--- config.mk ---
export PLATFORM = sky130hd
export DESIGN_NAME = audio_period_dma_sequencer_unit
export DESIGN_NICKNAME = d
export VERILOG_FILES = /design/src/rtl/apds_pkg.sv /design/src/rtl/apds_cfg_regs.sv /design/src/rtl/apds_front.sv /design/src/rtl/apds_queue.sv /design/src/rtl/apds_back.sv /design/src/rtl/audio_period_dma_sequencer_unit.sv
export SDC_FILE = /design/constraint.sdc
export NUM_CORES = 1
export LEC_CHECK = 0
export BUFFER_PORTS_ARGS = -buffer_cell sky130_fd_sc_hd__clkbuf_2
export CELL_PAD_IN_SITES_DETAIL_PLACEMENT = 0
export CELL_PAD_IN_SITES_GLOBAL_PLACEMENT = 1
export CORE_UTILIZATION = 45
export CTS_CLUSTER_DIAMETER = 50
export CTS_CLUSTER_SIZE = 14
export DETAILED_ROUTE_END_ITERATION = 10
export GPL_TIMING_DRIVEN = 0
export PLACE_DENSITY_LB_ADDON = 0.1
export RECOVER_POWER = 25
export SYNTH_ARGS = -nofsm -noshare
export SYNTH_HDL_FRONTEND = slang
export SYNTH_SLANG_ARGS = --single-unit
--- constraint.sdc ---
create_clock -name clk -period 7.7 [get_ports clk]
set_input_delay 1.54 -clock clk [delete_from_list [all_inputs] [get_ports clk]]
set_output_delay 1.54 -clock clk [all_outputs]
set_load 0.05 [all_outputs]
--- src/rtl/apds_pkg.sv ---
// Package for the audio period DMA sequencer.
// Holds command, register and result codes, the configuration and plan types.
// No dependencies.
package apds_pkg;

    // Event commands carried on the input side
    typedef enum logic [2:0] {
        CMD_IRQ        = 3'd0,
        CMD_PLAY_START = 3'd1,
        CMD_PLAY_STOP  = 3'd2,
        CMD_CAP_START  = 3'd3,
        CMD_CAP_STOP   = 3'd4
    } cmd_t;

    // Configuration register indexes
    typedef enum logic [2:0] {
        CFG_PLAY_BASE   = 3'd0,
        CFG_PLAY_PERIOD = 3'd1,
        CFG_PLAY_BUFFER = 3'd2,
        CFG_CAP_BASE    = 3'd3,
        CFG_CAP_PERIOD  = 3'd4,
        CFG_CAP_BUFFER  = 3'd5,
        CFG_CAP_CHAN    = 3'd6
    } cfg_index_t;

    // Result kinds
    localparam logic [1:0] KIND_WRITE = 2'd0;
    localparam logic [1:0] KIND_PLAY  = 2'd1;
    localparam logic [1:0] KIND_CAP   = 2'd2;
    localparam logic [1:0] KIND_NONE  = 2'd3;

    // Device register codes
    localparam logic [2:0] REG_IRQ      = 3'd0;
    localparam logic [2:0] REG_B1_ADDR  = 3'd1;
    localparam logic [2:0] REG_B1_SIZE  = 3'd2;
    localparam logic [2:0] REG_B2_ADDR  = 3'd3;
    localparam logic [2:0] REG_B2_SIZE  = 3'd4;
    localparam logic [2:0] REG_RD_ADDR  = 3'd5;
    localparam logic [2:0] REG_RD_START = 3'd6;

    // Status and irq mask bits
    localparam logic [2:0] PLAY_BITS = 3'b011;
    localparam logic [2:0] CAP_BIT   = 3'b100;
    localparam int         STAT_B1   = 0;
    localparam int         STAT_CAP  = 2;

    // Widths
    localparam int ADDR_W  = 48;
    localparam int PTR_W   = 14;
    localparam int PPER_W  = 14;
    localparam int FRM_W   = 15;
    localparam int RING_W  = 17;   // holds any ring length limit up to 65536
    localparam int RSTART_W = FRM_W + 3;

    // Result slots, emitted in ascending order
    localparam int SLOT_IRQ_FIRST = 0;
    localparam int SLOT_NONE      = 1;
    localparam int SLOT_PLAY_ADDR = 2;
    localparam int SLOT_PLAY_SIZE = 3;
    localparam int SLOT_RD_ADDR   = 4;
    localparam int SLOT_RD_START  = 5;
    localparam int SLOT_IRQ_FINAL = 6;
    localparam int SLOT_PLAY_NOTE = 7;
    localparam int SLOT_CAP_NOTE  = 8;
    localparam int NSLOTS         = 9;
    localparam int SLOT_W         = 4;

    // Queue between front and back
    localparam int QDEPTH = 2;
    localparam int QPTR_W = 1;

    typedef struct packed {
        logic [ADDR_W-1:0] play_base;
        logic [PPER_W-1:0] play_period;
        logic [FRM_W-1:0]  play_buffer;
        logic [ADDR_W-1:0] cap_base;
        logic [FRM_W-1:0]  cap_period;
        logic [FRM_W-1:0]  cap_buffer;
        logic [1:0]        cap_chan;
    } cfg_t;

    // One classified event, as handed from front to back
    typedef struct packed {
        logic [NSLOTS-1:0] slots;
        logic [2:0]        irq_first;
        logic [2:0]        irq_final;
        logic              play_buf2;
        logic [PTR_W-1:0]  play_ptr;
        logic [PPER_W-1:0] play_fr;
        logic [PTR_W-1:0]  cap_ptr;
        logic [FRM_W-1:0]  cap_fr;
        logic [PTR_W-1:0]  play_pos;
        logic [PTR_W-1:0]  cap_pos;
    } plan_t;

endpackage

--- src/rtl/apds_cfg_regs.sv ---
// Configuration register file of the audio period DMA sequencer.
// Depends on apds_pkg.
module apds_cfg_regs
(
    input  logic              clk,
    input  logic              rst_n,
    input  logic              cfg_valid,
    output logic              cfg_ready,
    input  logic [2:0]        cfg_index,
    input  logic [47:0]       cfg_data,
    output apds_pkg::cfg_t    cfg
);

    // everything clears, except capture channels which come up as stereo
    localparam apds_pkg::cfg_t CFG_RESET = '{
        play_base:   '0,
        play_period: '0,
        play_buffer: '0,
        cap_base:    '0,
        cap_period:  '0,
        cap_buffer:  '0,
        cap_chan:    2'd2
    };

    apds_pkg::cfg_t cfg_reg;
    apds_pkg::cfg_t cfg_next;

    assign cfg_ready = 1'b1;
    assign cfg       = cfg_reg;

    // register decode, each write truncated to its field
    always_comb
    begin
        cfg_next = cfg_reg;
        if (cfg_valid)
        begin
            unique case (apds_pkg::cfg_index_t'(cfg_index))
                apds_pkg::CFG_PLAY_BASE:   cfg_next.play_base   = cfg_data;
                apds_pkg::CFG_PLAY_PERIOD: cfg_next.play_period =
                    cfg_data[apds_pkg::PPER_W-1:0];
                apds_pkg::CFG_PLAY_BUFFER: cfg_next.play_buffer =
                    cfg_data[apds_pkg::FRM_W-1:0];
                apds_pkg::CFG_CAP_BASE:    cfg_next.cap_base    = cfg_data;
                apds_pkg::CFG_CAP_PERIOD:  cfg_next.cap_period  =
                    cfg_data[apds_pkg::FRM_W-1:0];
                apds_pkg::CFG_CAP_BUFFER:  cfg_next.cap_buffer  =
                    cfg_data[apds_pkg::FRM_W-1:0];
                apds_pkg::CFG_CAP_CHAN:    cfg_next.cap_chan    = cfg_data[1:0];
                default:                   cfg_next = cfg_reg;
            endcase
        end
    end

    always_ff @(posedge clk or negedge rst_n)
    begin
        if (!rst_n)
        begin
            cfg_reg <= CFG_RESET;
        end
        else
        begin
            cfg_reg <= cfg_next;
        end
    end

endmodule

--- src/rtl/apds_front.sv ---
// Front end: accepts events, updates stream state and ring pointers,
// and builds the result plan for each event. Depends on apds_pkg.
module apds_front
#(
    parameter int MAX_RING_FRAMES = 16384
)
(
    input  logic                 clk,
    input  logic                 rst_n,
    input  apds_pkg::cfg_t       cfg,
    input  logic                 in_valid,
    input  logic [2:0]           in_cmd,
    input  logic [2:0]           in_status,
    input  logic                 q_full,
    output logic                 in_ready,
    output logic                 q_push,
    output apds_pkg::plan_t      q_plan
);

    localparam int RW = apds_pkg::RING_W;
    localparam logic [RW-1:0] RING_MAX = RW'(MAX_RING_FRAMES);

    logic [2:0]                  mask_reg, mask_next;
    logic                        play_act_reg, play_act_next;
    logic                        cap_act_reg, cap_act_next;
    logic                        priming_reg, priming_next;
    logic [apds_pkg::PTR_W-1:0]  play_ptr_reg, play_ptr_next;
    logic [apds_pkg::PTR_W-1:0]  cap_ptr_reg, cap_ptr_next;
    logic [apds_pkg::PTR_W-1:0]  fill_ptr_reg, fill_ptr_next;

    logic [RW-1:0] p_ring, p_left, p_per, p_fr, p_sum, p_new;
    logic [RW-1:0] c_ring, c_left, c_per, c_fr, c_sum, c_new;
    logic [2:0]    m;
    logic          accept;

    assign in_ready = !q_full;
    assign accept   = in_valid && !q_full;

    // playback chunk: period clamped to the space left before the ring end
    always_comb
    begin
        p_ring = (RW'(cfg.play_buffer) > RING_MAX) ? RING_MAX : RW'(cfg.play_buffer);
        p_left = (p_ring > RW'(play_ptr_reg)) ? p_ring - RW'(play_ptr_reg) : '0;
        p_per  = RW'(cfg.play_period);
        p_fr   = (p_per > p_left) ? p_left : p_per;
        p_sum  = RW'(play_ptr_reg) + p_fr;
        p_new  = (p_sum == p_ring) ? '0 : p_sum;
    end

    // capture chunk, taken from the pointer of the next fill
    always_comb
    begin
        c_ring = (RW'(cfg.cap_buffer) > RING_MAX) ? RING_MAX : RW'(cfg.cap_buffer);
        c_left = (c_ring > RW'(fill_ptr_reg)) ? c_ring - RW'(fill_ptr_reg) : '0;
        c_per  = RW'(cfg.cap_period);
        c_fr   = (c_per > c_left) ? c_left : c_per;
        c_sum  = RW'(fill_ptr_reg) + c_fr;
        c_new  = (c_sum == c_ring) ? '0 : c_sum;
    end

    // event classification and state update
    always_comb
    begin
        mask_next     = mask_reg;
        play_act_next = play_act_reg;
        cap_act_next  = cap_act_reg;
        priming_next  = priming_reg;
        play_ptr_next = play_ptr_reg;
        cap_ptr_next  = cap_ptr_reg;
        fill_ptr_next = fill_ptr_reg;
        q_plan        = '0;
        q_push        = 1'b0;
        m             = mask_reg;
        q_plan.play_ptr = play_ptr_reg;
        q_plan.play_fr  = p_fr[apds_pkg::PPER_W-1:0];
        q_plan.cap_ptr  = fill_ptr_reg;
        q_plan.cap_fr   = c_fr[apds_pkg::FRM_W-1:0];
        if (accept)
        begin
            unique case (apds_pkg::cmd_t'(in_cmd))
                apds_pkg::CMD_IRQ:
                begin
                    q_push = 1'b1;
                    q_plan.slots[apds_pkg::SLOT_IRQ_FIRST] = 1'b1;
                    if (in_status == 3'd0)
                    begin
                        q_plan.slots[apds_pkg::SLOT_NONE] = 1'b1;
                    end
                    else
                    begin
                        if ((in_status & apds_pkg::PLAY_BITS) != 3'd0)
                        begin
                            m = m & ~apds_pkg::PLAY_BITS;
                            if (play_act_reg)
                            begin
                                q_plan.slots[apds_pkg::SLOT_PLAY_NOTE] = 1'b1;
                                if (p_fr != '0)
                                begin
                                    q_plan.slots[apds_pkg::SLOT_PLAY_ADDR] = 1'b1;
                                    q_plan.slots[apds_pkg::SLOT_PLAY_SIZE] = 1'b1;
                                    q_plan.play_buf2 = !in_status[apds_pkg::STAT_B1];
                                    m = m | apds_pkg::PLAY_BITS;
                                    play_ptr_next = p_new[apds_pkg::PTR_W-1:0];
                                end
                            end
                        end
                        if (in_status[apds_pkg::STAT_CAP])
                        begin
                            m = m & ~apds_pkg::CAP_BIT;
                            cap_ptr_next = fill_ptr_reg;
                            priming_next = 1'b0;
                            if (cap_act_reg)
                            begin
                                q_plan.slots[apds_pkg::SLOT_CAP_NOTE] = !priming_reg;
                                if ((c_fr != '0) && (cfg.cap_chan != 2'd0))
                                begin
                                    q_plan.slots[apds_pkg::SLOT_RD_ADDR]  = 1'b1;
                                    q_plan.slots[apds_pkg::SLOT_RD_START] = 1'b1;
                                    m = m | apds_pkg::CAP_BIT;
                                    fill_ptr_next = c_new[apds_pkg::PTR_W-1:0];
                                end
                            end
                        end
                        q_plan.slots[apds_pkg::SLOT_IRQ_FINAL] = 1'b1;
                        q_plan.irq_final = m;
                        mask_next = m;
                    end
                end
                apds_pkg::CMD_PLAY_START:
                begin
                    q_push        = 1'b1;
                    play_act_next = 1'b1;
                    mask_next     = mask_reg | apds_pkg::PLAY_BITS;
                    q_plan.slots[apds_pkg::SLOT_IRQ_FIRST] = 1'b1;
                    q_plan.irq_first = mask_next;
                end
                apds_pkg::CMD_PLAY_STOP:
                begin
                    q_push        = 1'b1;
                    play_act_next = 1'b0;
                    mask_next     = mask_reg & ~apds_pkg::PLAY_BITS;
                    q_plan.slots[apds_pkg::SLOT_IRQ_FIRST] = 1'b1;
                    q_plan.irq_first = mask_next;
                end
                apds_pkg::CMD_CAP_START:
                begin
                    q_push       = 1'b1;
                    cap_act_next = 1'b1;
                    priming_next = 1'b1;
                    mask_next    = mask_reg | apds_pkg::CAP_BIT;
                    q_plan.slots[apds_pkg::SLOT_IRQ_FIRST] = 1'b1;
                    q_plan.slots[apds_pkg::SLOT_RD_START]  = 1'b1;
                    q_plan.irq_first = mask_next;
                    q_plan.cap_fr    = '0;
                end
                apds_pkg::CMD_CAP_STOP:
                begin
                    q_push       = 1'b1;
                    cap_act_next = 1'b0;
                    mask_next    = mask_reg & ~apds_pkg::CAP_BIT;
                    q_plan.slots[apds_pkg::SLOT_IRQ_FIRST] = 1'b1;
                    q_plan.slots[apds_pkg::SLOT_RD_START]  = 1'b1;
                    q_plan.irq_first = mask_next;
                    q_plan.cap_fr    = '0;
                end
                default:
                begin
                    q_push = 1'b0;
                end
            endcase
        end
        q_plan.play_pos = play_ptr_next;
        q_plan.cap_pos  = cap_ptr_next;
    end

    always_ff @(posedge clk or negedge rst_n)
    begin
        if (!rst_n)
        begin
            mask_reg     <= '0;
            play_act_reg <= 1'b0;
            cap_act_reg  <= 1'b0;
            priming_reg  <= 1'b0;
            play_ptr_reg <= '0;
            cap_ptr_reg  <= '0;
            fill_ptr_reg <= '0;
        end
        else
        begin
            mask_reg     <= mask_next;
            play_act_reg <= play_act_next;
            cap_act_reg  <= cap_act_next;
            priming_reg  <= priming_next;
            play_ptr_reg <= play_ptr_next;
            cap_ptr_reg  <= cap_ptr_next;
            fill_ptr_reg <= fill_ptr_next;
        end
    end

endmodule

--- src/rtl/apds_queue.sv ---
// Short plan queue between the front and back ends.
// Depends on apds_pkg.
module apds_queue
(
    input  logic             clk,
    input  logic             rst_n,
    input  logic             push,
    input  apds_pkg::plan_t  push_plan,
    input  logic             pop,
    output logic             full,
    output logic             head_valid,
    output apds_pkg::plan_t  head_plan
);

    localparam int CNT_W = apds_pkg::QPTR_W + 1;

    apds_pkg::plan_t                 store [apds_pkg::QDEPTH];
    logic [apds_pkg::QPTR_W-1:0]     wr_ptr_reg, wr_ptr_next;
    logic [apds_pkg::QPTR_W-1:0]     rd_ptr_reg, rd_ptr_next;
    logic [CNT_W-1:0]                count_reg, count_next;

    assign full       = (count_reg == CNT_W'(apds_pkg::QDEPTH));
    assign head_valid = (count_reg != '0);
    assign head_plan  = store[rd_ptr_reg];

    // pointer and fill count update
    always_comb
    begin
        wr_ptr_next = wr_ptr_reg;
        rd_ptr_next = rd_ptr_reg;
        count_next  = count_reg;
        if (push)
        begin
            wr_ptr_next = wr_ptr_reg + 1'b1;
        end
        if (pop)
        begin
            rd_ptr_next = rd_ptr_reg + 1'b1;
        end
        if (push && !pop)
        begin
            count_next = count_reg + 1'b1;
        end
        else if (pop && !push)
        begin
            count_next = count_reg - 1'b1;
        end
    end

    always_ff @(posedge clk)
    begin
        if (push)
        begin
            store[wr_ptr_reg] <= push_plan;
        end
    end

    always_ff @(posedge clk or negedge rst_n)
    begin
        if (!rst_n)
        begin
            wr_ptr_reg <= '0;
            rd_ptr_reg <= '0;
            count_reg  <= '0;
        end
        else
        begin
            wr_ptr_reg <= wr_ptr_next;
            rd_ptr_reg <= rd_ptr_next;
            count_reg  <= count_next;
        end
    end

endmodule

--- src/rtl/apds_back.sv ---
// Back end: walks the slots of the plan at the queue head, one result
// a beat, into the output register. Depends on apds_pkg.
module apds_back
(
    input  logic                            clk,
    input  logic                            rst_n,
    input  apds_pkg::cfg_t                  cfg,
    input  logic                            head_valid,
    input  apds_pkg::plan_t                 head_plan,
    output logic                            pop,
    output logic                            out_valid,
    input  logic                            out_ready,
    output logic [1:0]                      out_kind,
    output logic [2:0]                      out_code,
    output logic [apds_pkg::ADDR_W-1:0]     out_value,
    output logic [apds_pkg::PTR_W-1:0]      out_play_pos,
    output logic [apds_pkg::PTR_W-1:0]      out_cap_pos,
    output logic                            out_last
);

    localparam int AW = apds_pkg::ADDR_W;

    logic [apds_pkg::NSLOTS-1:0]  done_reg, done_next;
    logic                         valid_reg, valid_next;
    logic [1:0]                   kind_reg, kind_next;
    logic [2:0]                   code_reg, code_next;
    logic [AW-1:0]                value_reg, value_next;
    logic [apds_pkg::PTR_W-1:0]   ppos_reg, ppos_next, cpos_reg, cpos_next;
    logic                         last_reg, last_next;

    logic [apds_pkg::NSLOTS-1:0]  remain, sel_hot;
    logic [apds_pkg::SLOT_W-1:0]  sel;
    logic                         adv, emit, is_last;
    logic [AW-1:0]                cap_off, play_off, addr_base, addr_off, addr_sum;
    logic [apds_pkg::RSTART_W-1:0] rd_len;

    assign out_valid    = valid_reg;
    assign out_kind     = kind_reg;
    assign out_code     = code_reg;
    assign out_value    = value_reg;
    assign out_play_pos = ppos_reg;
    assign out_cap_pos  = cpos_reg;
    assign out_last     = last_reg;

    // lowest pending slot
    always_comb
    begin
        remain = head_plan.slots & ~done_reg;
        sel    = '0;
        for (int i = apds_pkg::NSLOTS - 1; i >= 0; i--)
        begin
            if (remain[i])
            begin
                sel = apds_pkg::SLOT_W'(i);
            end
        end
        sel_hot = apds_pkg::NSLOTS'(1) << sel;
        is_last = ((remain & ~sel_hot) == '0);
    end

    // offsets: play pointer times four, capture pointer times 2*channels
    always_comb
    begin
        play_off = AW'({head_plan.play_ptr, 2'b00});
        cap_off  = (cfg.cap_chan[0] ? AW'({head_plan.cap_ptr, 1'b0}) : '0)
                 + (cfg.cap_chan[1] ? AW'({head_plan.cap_ptr, 2'b00}) : '0);
        rd_len   = (cfg.cap_chan[0] ? apds_pkg::RSTART_W'({head_plan.cap_fr, 1'b0}) : '0)
                 + (cfg.cap_chan[1] ? apds_pkg::RSTART_W'({head_plan.cap_fr, 2'b00}) : '0);
        if (sel == apds_pkg::SLOT_W'(apds_pkg::SLOT_PLAY_ADDR))
        begin
            addr_base = cfg.play_base;
            addr_off  = play_off;
        end
        else
        begin
            addr_base = cfg.cap_base;
            addr_off  = cap_off;
        end
        addr_sum = addr_base + addr_off;
    end

    assign adv  = !valid_reg || out_ready;
    assign emit = head_valid && adv;
    assign pop  = emit && is_last;

    // output register load
    always_comb
    begin
        done_next  = done_reg;
        valid_next = valid_reg;
        kind_next  = kind_reg;
        code_next  = code_reg;
        value_next = value_reg;
        ppos_next  = ppos_reg;
        cpos_next  = cpos_reg;
        last_next  = last_reg;
        if (emit)
        begin
            valid_next = 1'b1;
            done_next  = is_last ? '0 : (done_reg | sel_hot);
            ppos_next  = head_plan.play_pos;
            cpos_next  = head_plan.cap_pos;
            last_next  = is_last;
            kind_next  = apds_pkg::KIND_WRITE;
            code_next  = apds_pkg::REG_IRQ;
            value_next = '0;
            unique case (sel)
                apds_pkg::SLOT_W'(apds_pkg::SLOT_IRQ_FIRST):
                begin
                    value_next = AW'(head_plan.irq_first);
                end
                apds_pkg::SLOT_W'(apds_pkg::SLOT_NONE):
                begin
                    kind_next = apds_pkg::KIND_NONE;
                end
                apds_pkg::SLOT_W'(apds_pkg::SLOT_PLAY_ADDR):
                begin
                    code_next  = head_plan.play_buf2 ? apds_pkg::REG_B2_ADDR
                                                     : apds_pkg::REG_B1_ADDR;
                    value_next = addr_sum;
                end
                apds_pkg::SLOT_W'(apds_pkg::SLOT_PLAY_SIZE):
                begin
                    code_next  = head_plan.play_buf2 ? apds_pkg::REG_B2_SIZE
                                                     : apds_pkg::REG_B1_SIZE;
                    value_next = AW'({head_plan.play_fr, 2'b00});
                end
                apds_pkg::SLOT_W'(apds_pkg::SLOT_RD_ADDR):
                begin
                    code_next  = apds_pkg::REG_RD_ADDR;
                    value_next = addr_sum;
                end
                apds_pkg::SLOT_W'(apds_pkg::SLOT_RD_START):
                begin
                    code_next  = apds_pkg::REG_RD_START;
                    value_next = AW'(rd_len);
                end
                apds_pkg::SLOT_W'(apds_pkg::SLOT_IRQ_FINAL):
                begin
                    value_next = AW'(head_plan.irq_final);
                end
                apds_pkg::SLOT_W'(apds_pkg::SLOT_PLAY_NOTE):
                begin
                    kind_next = apds_pkg::KIND_PLAY;
                end
                apds_pkg::SLOT_W'(apds_pkg::SLOT_CAP_NOTE):
                begin
                    kind_next = apds_pkg::KIND_CAP;
                end
                default:
                begin
                    kind_next = apds_pkg::KIND_NONE;
                end
            endcase
        end
        else if (adv)
        begin
            valid_next = 1'b0;
        end
    end

    always_ff @(posedge clk or negedge rst_n)
    begin
        if (!rst_n)
        begin
            done_reg  <= '0;
            valid_reg <= 1'b0;
        end
        else
        begin
            done_reg  <= done_next;
            valid_reg <= valid_next;
        end
    end

    always_ff @(posedge clk)
    begin
        kind_reg  <= kind_next;
        code_reg  <= code_next;
        value_reg <= value_next;
        ppos_reg  <= ppos_next;
        cpos_reg  <= cpos_next;
        last_reg  <= last_next;
    end

endmodule

--- src/rtl/audio_period_dma_sequencer_unit.sv ---
// Top level of the audio period DMA sequencer; instantiates apds_cfg_regs, apds_front,
// apds_queue and apds_back, all built on apds_pkg.
// Each event's plan is registered in the plan queue, then each result in the output register.
// Throughput: one event a cycle in while the two-entry plan queue has room; one result
// a cycle out while the receiver is ready, and an event gives 1 to 8 results.
// Reset empties the queue, clears state, pointers and out valid; capture channels to 2.
module audio_period_dma_sequencer_unit
#(
    parameter int MAX_RING_FRAMES = 16384
)
(
    input  logic         clk,
    input  logic         rst_n,
    // event input
    input  logic         s_axis_tvalid,
    output logic         s_axis_tready,
    input  logic [7:0]   s_axis_tdata,   // [2:0] status_bits, [7:3] zero
    input  logic [2:0]   s_axis_tuser,   // [2:0] cmd
    // result output
    output logic         m_axis_tvalid,
    input  logic         m_axis_tready,
    output logic [79:0]  m_axis_tdata,   // [2:0] reg_code, [50:3] write_value,
                                         // [64:51] play_position,
                                         // [78:65] capture_position, [79] zero
    output logic [1:0]   m_axis_tuser,   // [1:0] kind
    output logic         m_axis_tlast,
    // configuration writes
    input  logic         cfg_valid,
    output logic         cfg_ready,
    input  logic [2:0]   cfg_index,
    input  logic [47:0]  cfg_data
);

    apds_pkg::cfg_t                 cfg;
    apds_pkg::plan_t                push_plan, head_plan;
    logic                           push, pop, q_full, head_valid;
    logic [2:0]                     code;
    logic [apds_pkg::ADDR_W-1:0]    value;
    logic [apds_pkg::PTR_W-1:0]     ppos, cpos;

    // configuration registers
    apds_cfg_regs u_cfg
    (
        .clk       (clk),
        .rst_n     (rst_n),
        .cfg_valid (cfg_valid),
        .cfg_ready (cfg_ready),
        .cfg_index (cfg_index),
        .cfg_data  (cfg_data),
        .cfg       (cfg)
    );

    // event classification and pointer state
    apds_front #(.MAX_RING_FRAMES(MAX_RING_FRAMES)) u_front
    (
        .clk       (clk),
        .rst_n     (rst_n),
        .cfg       (cfg),
        .in_valid  (s_axis_tvalid),
        .in_cmd    (s_axis_tuser),
        .in_status (s_axis_tdata[2:0]),
        .q_full    (q_full),
        .in_ready  (s_axis_tready),
        .q_push    (push),
        .q_plan    (push_plan)
    );

    // plan queue
    apds_queue u_queue
    (
        .clk        (clk),
        .rst_n      (rst_n),
        .push       (push),
        .push_plan  (push_plan),
        .pop        (pop),
        .full       (q_full),
        .head_valid (head_valid),
        .head_plan  (head_plan)
    );

    // result sequencing
    apds_back u_back
    (
        .clk          (clk),
        .rst_n        (rst_n),
        .cfg          (cfg),
        .head_valid   (head_valid),
        .head_plan    (head_plan),
        .pop          (pop),
        .out_valid    (m_axis_tvalid),
        .out_ready    (m_axis_tready),
        .out_kind     (m_axis_tuser),
        .out_code     (code),
        .out_value    (value),
        .out_play_pos (ppos),
        .out_cap_pos  (cpos),
        .out_last     (m_axis_tlast)
    );

    assign m_axis_tdata = {1'b0, cpos, ppos, value, code};

endmodule

-- Word level (Yosys, flattened, before mapping)
Memory sizes are Yosys's and may differ from the RTL's.
Cells that the tools add are included.
- output and inout bits: 86
- flip-flop bits (word level): 301
- bits of input ports: 67
- memories kept: 1
- memory bits (read-only): 0
- word-level logic and storage cells: 208
- RAM bits: 202
- bits in latches: 0
- bitwise logic cells: 10
- $mul: 0
- div/mod/pow operators: 0
- add/sub/neg operators: 11
- reduce and logical (&&, ||, !) cells: 47
- order comparisons: 6
- multiplexer cells: 84
- eq/ne operators: 22
- shift-type cells: 1
- memory list (name ; depth ; bits a word ; rd ports ; clocked after memory_dff ; write ports ; line ; text):
    u_queue.store ; 2 ; 101 ; 1 ; 0 ; 1 ; apds_queue.sv:17 ; apds_pkg::plan_t store [apds_pkg::QDEPTH];
- operator list (kind ; count):
    48-bit case mux with 5 select lines ; 1
    14-bit 2-to-1 mux ; 12
    48-bit adder ; 2
    48-bit 2-to-1 mux ; 2
    17-bit 2-to-1 mux ; 5
    15-bit 2-to-1 mux ; 5
    16-bit 2-to-1 mux ; 3
    4-bit 2-to-1 mux ; 12
    14-bit by 17-bit adder with 17-bit output ; 2
    17-bit by 15-bit equality test with 1-bit output ; 2
    17-bit by 14-bit > comparator with 1-bit output ; 2
    17-bit nonzero test ; 2
    17-bit by 14-bit subtractor with 17-bit output ; 2
    15-bit > comparator (second input constant) ; 2
    2-bit 2-to-1 mux ; 12
    3-bit case mux with 4 select lines ; 2
    18-bit adder ; 1
    9-bit bitwise AND ; 2
    3-bit 2-to-1 mux ; 6
    9-bit NOT ; 2
    2-bit AND reduction ; 9
    14-bit by 17-bit > comparator with 1-bit output ; 1
    15-bit by 17-bit > comparator with 1-bit output ; 1
    4-bit by 3-bit equality test with 1-bit output (second input constant) ; 4
    33 further kinds ; 87

-- Longest topological paths before layout
Gate-level depths: netlist of run 1.
- depth in word-level cells: 19
- mapped depth: 36
- mapped depth without buffers: 33

-- Modules after synthesis
Synthesis of run 1 repeated with hierarchy kept, for this count alone.
- cells, all modules: 2608
- area total of the unflattened synthesis: 29274.3 um^2
- modules (own cells, without submodules) (module ; area each (um^2) ; instances ; cells an instance ; seq. area each (um^2)):
    apds_front ; 7832.5 ; 1 ; 1064 ; 1201.2
    apds_queue ; 7800.0 ; 1 ; 330 ; 6165.9
    apds_back ; 7731.2 ; 1 ; 872 ; 2712.6
    apds_cfg_regs ; 5899.4 ; 1 ; 340 ; 3930.0
    audio_period_dma_sequencer_unit ; 11.3 ; 1 ; 2 ; 0.0

-- Worst setup path after synthesis of run 1
OpenSTA, ideal clock, no wires.
- path kind: register to register
- start: register u_cfg.cfg_reg (netlist bit u_cfg.cfg[94])
- end: memory u_queue.store[0][18] (netlist name) (data pin)
- library setup time: 0.275 ns
- period minus slack after synthesis: 7.572 ns
- cell stages (with the launch flop): 35
- data required time: 7.425 ns
- arrival: 7.298 ns
- path buffers: 4
- setup slack: 0.128 ns
- cells stage by stage: dfrtp_1 -> buf_2 -> buf_1 -> nor2b_1 -> ha_1 -> o21ai_0 -> a21oi_1 -> or4_1 -> o21ai_0 -> a21oi_1 -> nor3b_1 -> o21ai_0 -> ha_1 -> and3_1 -> and3_1 -> o311ai_1 -> and3_1 -> a31oi_2 -> o21ai_1 -> buf_2 -> a32o_1 -> ha_1 -> inv_1 -> fa_1 -> o21ai_0 -> xnor2_1 -> o221ai_1 -> nor4_1 -> o221ai_1 -> or4_1 -> a2111oi_0 -> o311ai_0 -> o211ai_2 -> buf_2 -> o2bb2ai_1
- RTL lines (item ; line ; text):
    start: declaration ; apds_cfg_regs.sv:25 ; apds_pkg::cfg_t cfg_reg;
    start signal: assignment ; apds_cfg_regs.sv:62 ; cfg_reg <= cfg_next;
    end: declaration ; apds_queue.sv:17 ;

==> qor.txt, run 1 <==
Status: finished, violations left
Failing checks: capacitance limit, slew limit
Final setup vio count: 0
Mean area per synthesized cell: 11.35 um^2
WHS: 0.5013 ns
NumNets Final: 2872
First-pass GRT wire length: 119200 um
GRT overflow: 0
Post-synth cell types: 94
Worst hold path depth: 2
Max incr delay on CP: 0.55 ns
Post-synth top area share: 30.91%
HP Class: reg2reg
Die width: 248.8 um
Synthesized area: 27400 um^2
Insertion delay to the later sink of the worst-skew pair: 0.63 ns
Final Critical Period: 7.565 ns
Via/cell ratio: 5.758
Largest register FFs: 200
DRC: 0
Area Growth Syn to Fin: 19.97%
CP Launch Type: flip-flop
Slowest cell on crit path: or4_4
Antenna Violating Nets Remaining: 0
Max capacitance violation total: 2
Top post-synthesis cells by area: edfxtp_1, dfrtp_1, mux2_2
Syn_nets: 2620
Period utilization: 98.25%
Synthesized netlist cell count: 2413
Die area: 61880 um^2
Total track usage: 25.12%
Setup tns final: 0 ns
Post-Route Utilization: 54.56%
WL final: 79280 um
Endpoints failing hold: 0
Wire per inst: 22.69 um
Worst slew pin tran: 4.736 ns
Pins Over Slew Limit: 204
CP Class: reg2reg
Vias in the first global route: 19.67k
Register bit count reported by yosys: 501
First-pass DRT Iterations: 5
Rows: 90
TritonCTS Sinks: 501
Post-DP HPWL: 59410 um
IO Port Bufs: 143
DP Cell Count: 3345
CP required: 8.04 ns
Post-Route Skew: 0.02872 ns
WP data arrival: 7.90 ns
Synth area leader: edfxtp_1
Post-synth ARST share: 43.71%
Max Root-Sink Buffers: 3
Ys Warns: 0
R2R cell count: 36
Register area share after synthesis: 50.91%
CTS buffer count: 54
Htree depth: 2
Worst-path fanout max: 6
Number of flops mapped to enable cells by yosys: 282
Top FF cell, synth: edfxtp_1
Die height: 248.8 um
Share of post-route cells with drive strength above 1: 25.35%
Largest net degree at the start of global routing: 113
Initial Util: 45.48%
Root Buffer: clkbuf_16
CTS tree: built
Antenna violations before repair: 4
Core area: 60250 um^2
Fmax: 132.2 MHz
Critical path endpoint category: flip-flop
Max-slew headroom: -215.8%
Via count: 20.12k
DRT iter0 DRCs: 1327
Non-filler cells, final: 3494
Reg clk slew, reported paths: 0.06 ns
IO Pins: 153
Final Wtd Congestion: 0.9199
-- synthesized netlist by cell type (26+ instances only) --
master    count
a21o_1       27
a21oi_1     120
a22o_1       26
clkbuf_1     57
dfrtp_1     218
edfxtp_1    282
ha_1        133
inv_1        76
mux2_2      187
mux2i_1      77
nand2_1     212
nand3_1      43
nor2_1      154
nor2b_1      70
nor3_1       29
o21ai_0     107
o22ai_1      39
xnor2_1      89
xor2_1       76
-- critical path, delay by kind of cell, from the launching register on --
kind / cells / cell delay (ns)
multiplexers: 1 / 0.17
flip-flops: 1 / 0.40
buffers and inverters: 5 / 0.71
XOR/XNOR: 2 / 0.32
adder cells (fa/ha/maj): 5 / 1.24
AND/OR/NAND/NOR: 8 / 1.75
AO/OA/AOI/OAI: 15 / 2.72
-- per-stage QoR --
step	instance area, um^2	setup slack, ns
after floorplan	27400	0.1277
after global placement	29090	-2.702
after detailed placement	29290	-2.202
after CTS	31810	0.004052
after global routing	32870	-0.05547
final	32870	0.1349
-- layout by cell type, fill, tap and decap left out, types with 53 or more instances in the layout --
master,count
edfxtp_1,282
dfrtp_1,215
nand2_1,204
mux2_2,187
nor2_1,149
clkbuf_2,143
a21oi_1,110
ha_1,108
o21ai_0,91
xnor2_1,81
mux2i_1,77
inv_1,74
xor2_1,73
clkbuf_1,61
clkbuf_16,56
nor2b_1,53
-- logic make-up (layout without fill, tap and decap cells) --
logic type | after synthesis | after routing | synth area share (%)
AOI/OAI and AO/OA | 505 | 505 | 12.27
muxes | 264 | 264 | 10.50
buffers and inverters | 166 | 463 | 2.484
DFF | 501 | 501 | 50.91
and+or+nand+nor | 670 | 670 | 11.95
adders and majority gates | 140 | 140 | 6.585
xor gates and xnor gates | 165 | 165 | 5.274
other | 2 | 4 | 0.02741
-- what timing repair did --
item	in CTS	in global routing
setup endpoints to repair	65	64
pin swaps	20	55
gates resized for setup	127	156
buffers inserted	19	26
hold buffers	0	0
cloned	2	3
-- per-layer routing --
layer  global-route usage (%)  part of all wire (%)
met1                    35.22                    46
met2                    40.68                    47
met3                    3.323                   4.8
met4                    7.400                   2.8
met5                        0                     0
-- layout make-up --
class                           instances  area (um^2)
Timing Repair Buffer                  200         1287
Clock buffer                           68         1434
Inverter                               77        292.8
Antenna cell                            2        5.005
Tap cell                              782        978.4
Clock inverter                         33        440.4
Sequential cell                       501        13950
Fill cell                            5205        27370
Buffer                                 85        450.4
Multi-Input combinational cell       1746        14030
-- path summary, 6_finish.rpt --
check	start	end	slack, ns
setup / recovery	u_cfg.cfg[94]	u_queue.store[0][23]	0.13
hold / removal	u_back.done_reg[6]	u_back.done_reg[6]	0.50
setup reg to reg	u_cfg.cfg[94]	u_queue.store[0][23]	0.13
hold reg to reg	u_back.done_reg[6]	u_back.done_reg[6]	0.50
max in group asynchronous	rst_n	u_cfg.cfg[94]	1.24
min in group asynchronous	rst_n	u_queue.wr_ptr_reg	1.09
Power of run 1 is left out: the tool's default activity adds up to more than one toggle a clock period on the data nets, which glitch-free logic cannot reach.
==> run 2, diff against run 1 <==
--- a/config.mk
+++ b/config.mk
@@ -12,7 +12,6 @@
 export CTS_CLUSTER_DIAMETER = 50
 export CTS_CLUSTER_SIZE = 14
 export DETAILED_ROUTE_END_ITERATION = 10
-export GPL_TIMING_DRIVEN = 0
 export PLACE_DENSITY_LB_ADDON = 0.1
 export RECOVER_POWER = 25
 export SYNTH_ARGS = -nofsm -noshare
==> qor.txt, run 2 (same netlist as run 1, synthesis figures left out) <==
Max-slew headroom: -234.9%
Core area: 60250 um^2
Initial Util: 45.48%
First-pass GRT wire length: 115400 um
Worst hold path depth: 1
Flop2flop setup slack: 0.33 ns
Reg clk slew, reported paths: 0.06 ns
Max incr delay on CP: 0.58 ns
WL final: 75520 um
Fmax: 135.7 MHz
Stages on worst setup path: 34
Via count: 20.07k
CP startpoint: u_cfg.cfg[94]
Leading cell type in the layout, fill and taps excluded: edfxtp_1
Via/cell ratio: 5.663
TritonCTS Sinks: 501
Final Critical Period: 7.369 ns
Critical path endpoint category: flip-flop
Slowest cell on crit path: or4_1
Setup tns final: 0 ns
HP Class: reg2reg
Status: finished, violations left
IO Port Bufs: 145
Post-DP HPWL: 55860 um
DRT iter0 DRCs: 1253
Multi-input gate area: 13120 um^2
CTS tree: built
CP Class: reg2reg
Rows: 90
CP required: 8.02 ns
Root Buffer: clkbuf_16
FF+latch area: 13960 um^2
Post-Route Skew: 0.02809 ns
Antenna violations before repair: 0
Area Growth Syn to Fin: 19.01%
R2R cell count: 34
RR Startpoint: u_cfg.cfg[94]
Worst slew pin tran: 5.024 ns
CTS buffer count: 66
Insertion delay to the later sink of the worst-skew pair: 0.62 ns
WP data arrival: 7.68 ns
Share of post-route cells with drive strength above 1: 24.66%
Max Root-Sink Buffers: 3
Max capacitance violation total: 2
Hold_buf cts: 0
HP Start: u_cfg.cfg[6]
CP top delay family: compound AO/OA/AOI/OAI gates
Pins Over Slew Limit: 117
Buf/Inv on CP: 6
Post-Route Utilization: 54.12%
Die height: 248.8 um
Die width: 248.8 um
Endpoints failing hold: 0
Most frequent cells in the layout: edfxtp_1, dfrtp_1, nand2_1
DRC: 0
Antenna Violating Nets Remaining: 0
Vias in the first global route: 19.55k
Wire per inst: 21.31 um
Worst-path fanout max: 14
CP Launch Type: flip-flop
CP most frequent cell: buf_4
Total track usage: 24.26%
Period utilization: 95.70%
First-pass DRT Iterations: 7
Final setup vio count: 0
Largest register FFs: 200
NumNets Final: 2916
Die area: 61880 um^2
GRT overflow: 0
Failing checks: capacitance limit, slew limit
ANT cells: 0
Final Wtd Congestion: 0.8921
Largest net degree at the start of global routing: 123
FILL cells: 5276
Htree depth: 3
IO Pins: 153
-- run 2: per-stage QoR --
stage / area, um^2 / worst slack, ns / std cells / hold WS, ns
2_1_floorplan: 27400 / 0.1277 / 2413 / 0.4555
3_3_place_gp: 30080 / -0.1703 / 3421 / 0.4805
6_report: 32610 / 0.3311 / 3543 / 0.4945
3_5_place_dp: 30080 / -0.1893 / 3421 / 0.4852
5_1_grt: 32610 / -0.04472 / 3543 / 0.5156
4_1_cts: 32370 / 0.01224 / 3541 / 0.4981
-- run 2: path summary, 6_finish.rpt --
path,to
hold reg to reg,u_cfg.cfg[6]
min in group asynchronous,u_queue.count_reg[1]
setup reg to reg,u_queue.store[1][17]
hold / removal,u_cfg.cfg[6]
setup / recovery,u_queue.store[1][17]
max in group asynchronous,u_queue.rd_ptr_reg
-- run 2: per-layer routing --
layer	vias to the layer above	wire [um]	track usage [%]
li1	9488	-	-
met1	10010	36190	35.15
met2	476	34840	38.54
met3	88	3076	2.842
met4	0	1408	6.442
met5	-	0	0
-- run 2: final cells by class --
| type | instances | share of cell area [%] |
|---|---|---|
| clock inverters | 36 | 1.381 |
| multi-input cells | 1746 | 40.23 |
| inverters | 77 | 0.8864 |
| clock buffers | 84 | 5.614 |
| well taps | 782 | 3.001 |
| repair buffers | 317 | 6.090 |
| flip-flops and latches | 501 | 42.80 |
-- run 2: repair_timing --
action,4_1_cts,5_1_grt
gates resized for setup,7,63
pin swaps,0,2
hold endpoints to repair,0,0
setup buffers,0,2
endpoints found under the setup margin,46,56
Power of run 2 is left out for the same reason.
